$ cat src/design/rcrt_pkg.sv
package rcrt_pkg;

    localparam int SYMBOL_SLOTS_DEF = 16;
    localparam int STACK_FRAMES_DEF = 32;

    localparam logic [6:0] OPC_JAL  = 7'h6f;
    localparam logic [6:0] OPC_JALR = 7'h67;
    localparam logic [4:0] REG_ZERO = 5'd0;
    localparam logic [4:0] REG_RA   = 5'd1;
    localparam logic [4:0] REG_T0   = 5'd5;
    localparam logic [2:0] F3_JALR  = 3'd0;

    typedef enum logic [1:0] {
        CMD_RETIRE = 2'd0,
        CMD_LOAD   = 2'd1,
        CMD_CLEAR  = 2'd2,
        CMD_NOP    = 2'd3
    } cmd_t;

    typedef enum logic [2:0] {
        EV_NONE  = 3'd0,
        EV_CALL  = 3'd1,
        EV_MRET  = 3'd2,
        EV_URET  = 3'd3,
        EV_FULL  = 3'd4
    } event_t;

    typedef enum logic [2:0] {
        S_IDLE,
        S_LOOK,
        S_SEARCH,
        S_FRAME,
        S_FCAP,
        S_PUSH,
        S_DONE
    } state_t;

    typedef struct packed {
        logic        is_call;
        logic        is_ret;
        logic [31:0] link;
    } dec_t;

endpackage

$ cat src/design/rcrt_ram.sv
module rcrt_ram #(
    parameter int WIDTH = 32,
    parameter int DEPTH = 16,
    parameter int AW    = (DEPTH > 1) ? $clog2(DEPTH) : 1
) (
    input  logic             clk,
    input  logic             we,
    input  logic [AW-1:0]    waddr,
    input  logic [WIDTH-1:0] wdata,
    input  logic [AW-1:0]    raddr,
    output logic [WIDTH-1:0] rdata
);

    logic [WIDTH-1:0] mem [DEPTH];

    always_ff @(posedge clk)
    begin
        if (we)
        begin
            mem[waddr] <= wdata;
        end
        rdata <= mem[raddr];
    end

endmodule

$ cat src/design/rcrt_decode.sv
module rcrt_decode (
    input  logic [31:0]   pc,
    input  logic [31:0]   inst,
    input  logic [31:0]   next_pc,
    output rcrt_pkg::dec_t dec
);
    import rcrt_pkg::*;

    logic [6:0]  opcode;
    logic [4:0]  rd;
    logic [4:0]  rs1;
    logic [2:0]  f3;
    logic [31:0] link;
    logic        is_jal;
    logic        is_jalr;
    logic        taken;

    always_comb
    begin
        opcode  = inst[6:0];
        rd      = inst[11:7];
        rs1     = inst[19:15];
        f3      = inst[14:12];
        link    = pc + 32'd4;
        taken   = (next_pc != link);
        is_jal  = (opcode == OPC_JAL);
        is_jalr = (opcode == OPC_JALR) && (f3 == F3_JALR);
        dec.link    = link;
        dec.is_call = (is_jal || is_jalr) && (rd == REG_RA || rd == REG_T0) && taken;
        dec.is_ret  = is_jalr && (rd == REG_ZERO) && (rs1 == REG_RA || rs1 == REG_T0)
                      && (inst[31:20] == 12'd0) && taken;
    end

endmodule

$ cat src/design/riscv_call_return_tracer_core.sv
// Call/return tracer with a shadow call stack, fed by retired instructions.
// Input channel (in_valid/in_stall): one beat per command: retire an
// instruction, load a symbol range into a slot, clear the call stack, or NOP.
// Output channel (out_valid/out_stall): exactly one result beat per input
// beat, in order. cfg_wr_en/cfg_wr_data write the active symbol count; write
// it only while the block is idle. A count of zero disables tracing.
// Loads, clears, NOPs and retirements that are neither call nor return, or
// that come with tracing off, go through S_DONE to the result register; the
// next beat is then taken back in S_IDLE. A call runs two symbol scans over
// the symbol RAM, then a push; the scans use the one range comparator over
// the registered-read symbol RAM. A return scans the frame RAM from the top,
// one frame per cycle, then runs both symbol scans when unmatched, one scan
// when it resumes the bottom frame, or a frame read through S_FRAME and
// S_FCAP otherwise.
// One item is in flight at a time; in_stall is high while it is worked on.
// A result held by out_stall blocks the finish of the next item only.
// Reset empties the stack and zeroes the symbol count; symbol and frame RAMs
// hold no reset value.
module riscv_call_return_tracer_core #(
    parameter int SYMBOL_SLOTS = rcrt_pkg::SYMBOL_SLOTS_DEF,
    parameter int STACK_FRAMES = rcrt_pkg::STACK_FRAMES_DEF
) (
    input  logic        clk,
    input  logic        rst_n,
    input  logic        cfg_wr_en,
    input  logic [4:0]  cfg_wr_data,
    input  logic        in_valid,
    output logic        in_stall,
    input  logic [1:0]  command,
    input  logic [31:0] pc,
    input  logic [31:0] inst,
    input  logic [31:0] next_pc,
    input  logic [3:0]  symbol_slot,
    input  logic [31:0] symbol_start,
    input  logic [31:0] symbol_end,
    output logic        out_valid,
    input  logic        out_stall,
    output logic [2:0]  event_res,
    output logic [31:0] site_pc,
    output logic [31:0] link_pc,
    output logic [5:0]  pop_count,
    output logic        from_found,
    output logic [3:0]  from_index,
    output logic        to_found,
    output logic [3:0]  to_index,
    output logic [5:0]  stack_level
);
    import rcrt_pkg::*;

    localparam int SA = (SYMBOL_SLOTS > 1) ? $clog2(SYMBOL_SLOTS) : 1;
    localparam int IW = $clog2(SYMBOL_SLOTS + 1);
    localparam int FA = (STACK_FRAMES > 1) ? $clog2(STACK_FRAMES) : 1;
    localparam int DW = $clog2(STACK_FRAMES + 1);

    state_t      state_reg, state_next;
    logic [4:0]  count_reg;
    logic [DW-1:0] depth_reg, depth_next;
    logic        is_call_reg, is_call_next;
    logic [31:0] pc_reg, pc_next;
    logic [31:0] tgt_reg, tgt_next;
    logic [31:0] link_reg, link_next;
    logic [IW-1:0] idx_reg, idx_next;
    logic [IW-1:0] schk_reg, schk_next;
    logic [DW-1:0] ptr_reg, ptr_next;
    logic [DW-1:0] fchk_reg, fchk_next;
    logic        chk_valid_reg, chk_valid_next;
    logic        look_to_reg, look_to_next;
    event_t      ev_reg, ev_next;
    logic [5:0]  unw_reg, unw_next;
    logic        ff_reg, ff_next;
    logic [3:0]  fi_reg, fi_next;
    logic        tf_reg, tf_next;
    logic [3:0]  ti_reg, ti_next;

    logic        out_valid_reg;
    event_t      o_ev_reg;
    logic [31:0] o_site_reg, o_link_reg;
    logic [5:0]  o_unw_reg, o_level_reg;
    logic        o_ff_reg, o_tf_reg;
    logic [3:0]  o_fi_reg, o_ti_reg;

    dec_t        dec;
    logic        accept;
    logic        load_out;
    logic [IW-1:0] n_active;

    logic        sym_we;
    logic [SA-1:0] sym_waddr, sym_raddr;
    logic [63:0] sym_rdata;
    logic        frm_we;
    logic [FA-1:0] frm_waddr, frm_raddr;
    logic [36:0] frm_rdata;
    logic [DW-1:0] ptr_m1, depth_m1;

    logic [31:0] key;
    logic        sym_hit, look_hit, look_end;
    logic        frm_hit, srch_end;
    logic        room;

    rcrt_decode u_dec (
        .pc      (pc),
        .inst    (inst),
        .next_pc (next_pc),
        .dec     (dec)
    );

    rcrt_ram #(.WIDTH(64), .DEPTH(SYMBOL_SLOTS), .AW(SA)) u_sym_ram (
        .clk   (clk),
        .we    (sym_we),
        .waddr (sym_waddr),
        .wdata ({symbol_start, symbol_end}),
        .raddr (sym_raddr),
        .rdata (sym_rdata)
    );

    rcrt_ram #(.WIDTH(37), .DEPTH(STACK_FRAMES), .AW(FA)) u_frm_ram (
        .clk   (clk),
        .we    (frm_we),
        .waddr (frm_waddr),
        .wdata ({link_reg, tf_reg, ti_reg}),
        .raddr (frm_raddr),
        .rdata (frm_rdata)
    );

    assign in_stall = (state_reg != S_IDLE);
    assign accept   = in_valid && !in_stall;
    assign load_out = (state_reg == S_DONE) && (!out_valid_reg || !out_stall);

    always_comb
    begin
        if (32'(count_reg) > SYMBOL_SLOTS)
        begin
            n_active = IW'(SYMBOL_SLOTS);
        end
        else
        begin
            n_active = IW'(count_reg);
        end
        ptr_m1    = ptr_reg - DW'(1);
        depth_m1  = depth_reg - DW'(1);
        room      = (32'(depth_reg) < STACK_FRAMES);
        key       = look_to_reg ? tgt_reg : pc_reg;
        sym_hit   = (key >= sym_rdata[63:32]) && (key < sym_rdata[31:0]);
        look_hit  = chk_valid_reg && sym_hit;
        look_end  = !chk_valid_reg && (idx_reg >= n_active);
        frm_hit   = chk_valid_reg && (frm_rdata[36:5] == tgt_reg);
        srch_end  = !chk_valid_reg && (ptr_reg == '0);
        sym_we    = accept && (cmd_t'(command) == CMD_LOAD)
                    && (32'(symbol_slot) < SYMBOL_SLOTS);
        sym_waddr = SA'(symbol_slot);
        sym_raddr = idx_reg[SA-1:0];
        frm_we    = (state_reg == S_PUSH) && room;
        frm_waddr = depth_reg[FA-1:0];
        frm_raddr = (state_reg == S_FRAME) ? depth_m1[FA-1:0] : ptr_m1[FA-1:0];
    end

    // next state
    always_comb
    begin
        state_next = state_reg;
        unique case (state_reg)
            S_IDLE:
            begin
                if (accept)
                begin
                    if (cmd_t'(command) == CMD_RETIRE && count_reg != '0 && dec.is_call)
                    begin
                        state_next = S_LOOK;
                    end
                    else if (cmd_t'(command) == CMD_RETIRE && count_reg != '0 && dec.is_ret)
                    begin
                        state_next = S_SEARCH;
                    end
                    else
                    begin
                        state_next = S_DONE;
                    end
                end
            end
            S_LOOK:
            begin
                if ((look_hit || look_end) && look_to_reg)
                begin
                    state_next = is_call_reg ? S_PUSH : S_DONE;
                end
            end
            S_SEARCH:
            begin
                if (frm_hit)
                begin
                    state_next = (fchk_reg != '0) ? S_FRAME : S_LOOK;
                end
                else if (srch_end)
                begin
                    state_next = S_LOOK;
                end
            end
            S_FRAME: state_next = S_FCAP;
            S_FCAP:  state_next = S_DONE;
            S_PUSH:  state_next = S_DONE;
            S_DONE:
            begin
                if (load_out)
                begin
                    state_next = S_IDLE;
                end
            end
            default: state_next = S_IDLE;
        endcase
    end

    // datapath
    always_comb
    begin
        depth_next     = depth_reg;
        is_call_next   = is_call_reg;
        pc_next        = pc_reg;
        tgt_next       = tgt_reg;
        link_next      = link_reg;
        idx_next       = idx_reg;
        schk_next      = schk_reg;
        ptr_next       = ptr_reg;
        fchk_next      = fchk_reg;
        chk_valid_next = chk_valid_reg;
        look_to_next   = look_to_reg;
        ev_next        = ev_reg;
        unw_next       = unw_reg;
        ff_next        = ff_reg;
        fi_next        = fi_reg;
        tf_next        = tf_reg;
        ti_next        = ti_reg;
        unique case (state_reg)
            S_IDLE:
            begin
                if (accept)
                begin
                    pc_next        = pc;
                    tgt_next       = next_pc;
                    link_next      = dec.link;
                    is_call_next   = dec.is_call;
                    ev_next        = EV_NONE;
                    unw_next       = '0;
                    ff_next        = 1'b0;
                    fi_next        = '0;
                    tf_next        = 1'b0;
                    ti_next        = '0;
                    idx_next       = '0;
                    chk_valid_next = 1'b0;
                    look_to_next   = 1'b0;
                    ptr_next       = depth_reg;
                    if (cmd_t'(command) == CMD_CLEAR)
                    begin
                        depth_next = '0;
                    end
                end
            end
            S_LOOK:
            begin
                // issue one slot per cycle, compare the one read last cycle
                if (idx_reg < n_active)
                begin
                    idx_next       = idx_reg + IW'(1);
                    schk_next      = idx_reg;
                    chk_valid_next = 1'b1;
                end
                else
                begin
                    chk_valid_next = 1'b0;
                end
                if (look_hit || look_end)
                begin
                    if (look_to_reg)
                    begin
                        tf_next = look_hit;
                        ti_next = look_hit ? 4'(schk_reg) : 4'd0;
                    end
                    else
                    begin
                        ff_next = look_hit;
                        fi_next = look_hit ? 4'(schk_reg) : 4'd0;
                    end
                    look_to_next   = 1'b1;
                    idx_next       = '0;
                    chk_valid_next = 1'b0;
                end
            end
            S_SEARCH:
            begin
                // walk frames from the top down
                if (ptr_reg != '0)
                begin
                    ptr_next       = ptr_m1;
                    fchk_next      = ptr_m1;
                    chk_valid_next = 1'b1;
                end
                else
                begin
                    chk_valid_next = 1'b0;
                end
                if (frm_hit)
                begin
                    ev_next        = EV_MRET;
                    unw_next       = 6'(depth_reg - fchk_reg);
                    depth_next     = fchk_reg;
                    ff_next        = frm_rdata[4];
                    fi_next        = frm_rdata[3:0];
                    look_to_next   = 1'b1;
                    idx_next       = '0;
                    chk_valid_next = 1'b0;
                end
                else if (srch_end)
                begin
                    ev_next        = EV_URET;
                    unw_next       = 6'(depth_reg);
                    depth_next     = '0;
                    look_to_next   = 1'b0;
                    idx_next       = '0;
                    chk_valid_next = 1'b0;
                end
            end
            S_FRAME:
            begin
            end
            S_FCAP:
            begin
                tf_next = frm_rdata[4];
                ti_next = frm_rdata[3:0];
            end
            S_PUSH:
            begin
                if (room)
                begin
                    depth_next = depth_reg + DW'(1);
                    ev_next    = EV_CALL;
                end
                else
                begin
                    ev_next = EV_FULL;
                end
            end
            S_DONE:
            begin
            end
            default:
            begin
            end
        endcase
    end

    always_ff @(posedge clk or negedge rst_n)
    begin
        if (!rst_n)
        begin
            state_reg     <= S_IDLE;
            count_reg     <= '0;
            depth_reg     <= '0;
            chk_valid_reg <= 1'b0;
            out_valid_reg <= 1'b0;
        end
        else
        begin
            state_reg     <= state_next;
            depth_reg     <= depth_next;
            chk_valid_reg <= chk_valid_next;
            if (cfg_wr_en)
            begin
                count_reg <= cfg_wr_data;
            end
            if (load_out)
            begin
                out_valid_reg <= 1'b1;
            end
            else if (!out_stall)
            begin
                out_valid_reg <= 1'b0;
            end
        end
    end

    always_ff @(posedge clk)
    begin
        is_call_reg <= is_call_next;
        pc_reg      <= pc_next;
        tgt_reg     <= tgt_next;
        link_reg    <= link_next;
        idx_reg     <= idx_next;
        schk_reg    <= schk_next;
        ptr_reg     <= ptr_next;
        fchk_reg    <= fchk_next;
        look_to_reg <= look_to_next;
        ev_reg      <= ev_next;
        unw_reg     <= unw_next;
        ff_reg      <= ff_next;
        fi_reg      <= fi_next;
        tf_reg      <= tf_next;
        ti_reg      <= ti_next;
        if (load_out)
        begin
            o_ev_reg    <= ev_reg;
            o_site_reg  <= (ev_reg == EV_NONE) ? 32'd0 : pc_reg;
            o_link_reg  <= (ev_reg == EV_NONE) ? 32'd0 :
                           (ev_reg == EV_CALL || ev_reg == EV_FULL) ? link_reg : tgt_reg;
            o_unw_reg   <= unw_reg;
            o_ff_reg    <= ff_reg;
            o_fi_reg    <= fi_reg;
            o_tf_reg    <= tf_reg;
            o_ti_reg    <= ti_reg;
            o_level_reg <= 6'(depth_reg);
        end
    end

    assign out_valid    = out_valid_reg;
    assign event_res    = o_ev_reg;
    assign site_pc      = o_site_reg;
    assign link_pc      = o_link_reg;
    assign pop_count    = o_unw_reg;
    assign from_found   = o_ff_reg;
    assign from_index   = o_fi_reg;
    assign to_found     = o_tf_reg;
    assign to_index     = o_ti_reg;
    assign stack_level  = o_level_reg;

    a_depth_bound: assert property (@(posedge clk) disable iff (!rst_n)
        32'(depth_reg) <= STACK_FRAMES)
        else $error("stack depth above frame count");

    a_push_grows: assert property (@(posedge clk) disable iff (!rst_n)
        (state_reg == S_PUSH && room) |=> depth_reg == $past(depth_reg) + DW'(1))
        else $error("push did not grow the stack");

    a_clear_empties: assert property (@(posedge clk) disable iff (!rst_n)
        (accept && cmd_t'(command) == CMD_CLEAR) |=> depth_reg == '0)
        else $error("clear left frames on the stack");

    a_hit_in_range: assert property (@(posedge clk) disable iff (!rst_n)
        (state_reg == S_LOOK && look_hit) |-> schk_reg < n_active)
        else $error("symbol hit beyond active slots");

    a_done_once: assert property (@(posedge clk) disable iff (!rst_n)
        load_out |=> state_reg == S_IDLE && out_valid_reg)
        else $error("result not presented after finish");

endmodule

$ cat config.mk
export PLATFORM = sky130hd
export DESIGN_NAME = riscv_call_return_tracer_core
export DESIGN_NICKNAME = d
export VERILOG_FILES = /design/src/design/rcrt_pkg.sv /design/src/design/rcrt_ram.sv /design/src/design/rcrt_decode.sv /design/src/design/riscv_call_return_tracer_core.sv
export SDC_FILE = /design/constraint.sdc
export NUM_CORES = 2
export LEC_CHECK = 0
export BUFFER_PORTS_ARGS = -buffer_cell sky130_fd_sc_hd__buf_2
export CORE_MARGIN = 2
export CORE_UTILIZATION = 43
export CTS_BUF_LIST = sky130_fd_sc_hd__clkbuf_16
export CTS_CLUSTER_DIAMETER = 40
export DETAILED_ROUTE_END_ITERATION = 16
export GPL_ROUTABILITY_DRIVEN = 0
export GPL_TIMING_DRIVEN = 0
export PLACE_DENSITY = 0.65
export SYNTH_ARGS = -nofsm -noshare
export SYNTH_HDL_FRONTEND = slang
export SYNTH_HIERARCHICAL = 1
export SYNTH_SLANG_ARGS = --single-unit
$ cat constraint.sdc
create_clock -name clk -period 9.05 [get_ports clk]
set_input_delay 1.3575 -clock clk [delete_from_list [all_inputs] [get_ports clk]]
set_output_delay 1.3575 -clock clk [all_outputs]
set_load 0.02 [all_outputs]
==> run_results.csv <==
group,metric,value,unit
status,run_status,"finished, final reports clean",
timing,fin_worst_skew,52.7,ps
yosys,seq_area_frac_synth,0.756,
worst_setup_path,crit_path_max_fanout,10,
final_layout,final_nets,6406,
yosys,yosysMostFrequentCell,"edfxtp_1",
cts,clkSinkCount,2552,
die,ios,267,
timing,slew_viol_final,0,
timing,period_share,0.627,
die,die_area,0.236,mm2
drt,drt-vias-per-instance,5.76,
yosys,synthArstFlopShare,0.00627,
hold_path,min_path_type,"input port to asynchronous set/reset pin",
yosys,synth_cells,5425,
cts,cts_max_level,5,
drt,drtPass1Iterations,5,
timing,max_slew_margin,0.0504,
grt,antenna_found_initial,72,
worst_setup_path,path_delay_family,"simple AND/OR/NAND/NOR gates",
final_layout,syn_to_final_growth,19.0,%
drt,wl_per_cell,29.1,um
place,dp_hpwl,189,mm
cts,post_cts_buffers,0,
drt,vias,54600,
final_layout,largest_register,"u_frm_ram/mem",
yosys,synth_top_family_by_area,"multiplexers",
yosys,synth_common_cells,"edfxtp_1, mux2i_1, nand2_1",
cts,insertion_delay,940,ps
timing,max_freq,176,MHz
yosys,synth_edf_count,2435,
final_layout,biggestRegsByFlops,"u_frm_ram/mem x1184, u_sym_ram/mem x1024, u_sym_ram/rdata x64",
cts,clk_pin_slew,60,ps
yosys,synth_area,0.0999,mm2
place,io_buffers,265,
worst_setup_path,crit_arrival,6460,ps
yosys,synth_top_area_cell,"edfxtp_1",
power_and_ir_drop,leakage,41.4,nW
cts,cts.repair.resized,0,
yosys,ys_types,87,
place,placed_area,0.107,mm2
timing,min_period,5670,ps
place,place_ws,2700,ps
yosys,synth-compound-area-share,0.0467,
drt,drt_iter0_drc,5669,
drt,wl,276,mm
run,maxCapViolCount,0,
yosys,yosys.area.top_type_share,0.732,
drt,drc,0,
worst_setup_path,crit_chain,"buf_2, nand3_2, nor4_2, nand2_1, o41ai_1, nor3_1, nand4_1, nor4_2, nor3_1, o211ai_1, o21a_1, o21ai_0, o21ai_0, nand3_1, a22oi_1",
worst_setup_path,worst_path_largest_cell_delay,1120,ps
grt,grt_pass1_wl,390,mm
timing,final-hold-violation-count,0,
cts,cts_buffer_depth,4,
power_and_ir_drop,power.total,40.9,mW
timing,worst_slew_pin_slew,1410,ps
die,die_x,486,um
yosys,synth_seq_cells,2552,
final_layout,largest_register_ffs,1184,
power_and_ir_drop,ir_drop,247,uV
grt,grt_pass1_vias,54900,
yosys,yosys_warnings,6,
worst_setup_path,cp-end-kind,"register",
final_layout,fin_area,0.119,mm2
worst_setup_path,cp.buffers_inverters,1,
worst_setup_path,cp-start-kind,"input port",
cts,cts_root_buf,"clkbuf_16",
die,rows,176,
yosys,synth-main-ff-cell,"edfxtp_1",
grt,grt.overflow.total,0,
timing,rsz0062_at_grt,"false",
cts,cts_hold_buffers,0,
timing,setup_slack,3380,ps
grt,track_usage,0.230,
yosys,yosys-top-cells-area,"edfxtp_1, mux2i_1, mux4_2, dfxtp_1, a22oi_1",
final_layout,stdcell_count,9474,
die,die_h,486,um
yosys,syn_avg_cell_area,18.4,um2
power_and_ir_drop,power_density,344,mW/mm2
timing,setup_viol,0,
timing,tns,0,ps
drt,final_antenna_net_count,0,
yosys,synth-simple-area-share,0.0362,
cts,numCtsBuffers,350,
die,core-area,0.231,mm2
yosys,synthMuxAreaShare,0.121,
worst_setup_path,cp_data_required_time,9840,ps
worst_setup_path,cp_slowest_cell,"o41ai_1",
die,start_util,0.433,
grt,grt_max_degree,72,
yosys,synth-xor-area-share,0.00958,
yosys,post_synth_fa_ha_maj_area_fraction,0.0101,
yosys,synth_nets,5681,
final_layout,drive_above_1_share,0.224,
cts,cts_tree,"done",
place,place_inst,8823,
worst_setup_path,crit_type,"input port to register",
==> cells in the final DEF (no fill, tap or decap), types with 47 or more instances in the layout <==
| cell | synthesis | final |
|---|---|---|
| dfxtp_1 | 101 | 101 |
| xor2_1 | 67 | 67 |
| a22o_1 | 87 | 87 |
| a22oi_1 | 244 | 244 |
| nor3_1 | 66 | 61 |
| nor2b_1 | 50 | 50 |
| clkinv_2 | 0 | 47 |
| mux2i_1 | 596 | 596 |
| nand2_1 | 288 | 288 |
| nor2_1 | 94 | 49 |
| ha_1 | 79 | 79 |
| edfxtp_1 | 2435 | 2435 |
| buf_2 | 57 | 322 |
| clkbuf_1 | 118 | 118 |
| nand3_1 | 142 | 142 |
| a21oi_1 | 183 | 182 |
| inv_1 | 97 | 134 |
| clkbuf_16 | 0 | 357 |
| buf_6 | 43 | 71 |
| buf_12 | 0 | 63 |
| mux4_2 | 256 | 256 |
==> metrics by stage <==
stage               utilization  hold WS (ps)
finish                    0.515           378
global route              0.515           379
CTS                       0.515           341
detailed placement        0.465           408
global placement          0.455           409
floorplan                     -           400
==> report_power, final <==
| part | total, mW | internal (mW) | switching, mW | leakage (nW) |
|---|---|---|---|---|
| Combinational | 12.8 | 4.43 | 8.35 | 12.7 |
| Clock | 13.3 | 8.16 | 5.17 | 5.66 |
| Sequential | 14.8 | 14.0 | 0.737 | 23.0 |
| Total | 40.9 | 26.6 | 14.3 | 41.4 |
==> kinds of logic (layout without fill, tap and decap cells) <==
family,count (synthesis),count (layout)
XOR/XNOR,103,103
buffers and inverters,372,1371
adder cells (fa/ha/maj),80,80
AO/OA/AOI/OAI,677,677
multiplexers,887,887
AND/OR/NAND/NOR,754,754
other,0,24
flip-flops,2552,2552
==> path summary, 6_finish.rpt <==
check	startpoint	endpoint	slack, ps	cells past startpoint
max	pc[4]	state_reg[1]	3380	15
min	rst_n	out_valid	380	1
max reg2reg	look_to_reg	idx_reg[0]	4220	11
min reg2reg	unw_reg[4]	pop_count[4]	430	0
max in group asynchronous	rst_n	depth_reg[1]	8310	1
min in group clk	unw_reg[4]	pop_count[4]	430	0
==> layer usage <==
metal / part of all wire / global-route usage / up-vias / routed length (um)
met5: 0.0014 / 0 / - / 389
met4: 0.052 / 0.112 / 58 / 14200
met3: 0.076 / 0.0489 / 644 / 21100
met2: 0.50 / 0.389 / 2372 / 138000
met1: 0.37 / 0.281 / 28200 / 102000
li1: - / - / 23300 / -
==> cell type report <==
type / count / area, um2
timing repair buffer: 373 / 3260
antenna: 24 / 60.1
clock inverter: 269 / 2520
sequential: 2552 / 75500
buffer: 274 / 1600
fill: 18000 / 112000
clock buffer: 357 / 8930
tap: 3026 / 3790
multi-input combinational: 2501 / 22800
inverter: 98 / 370
Power figures use the tool's default switching activity.
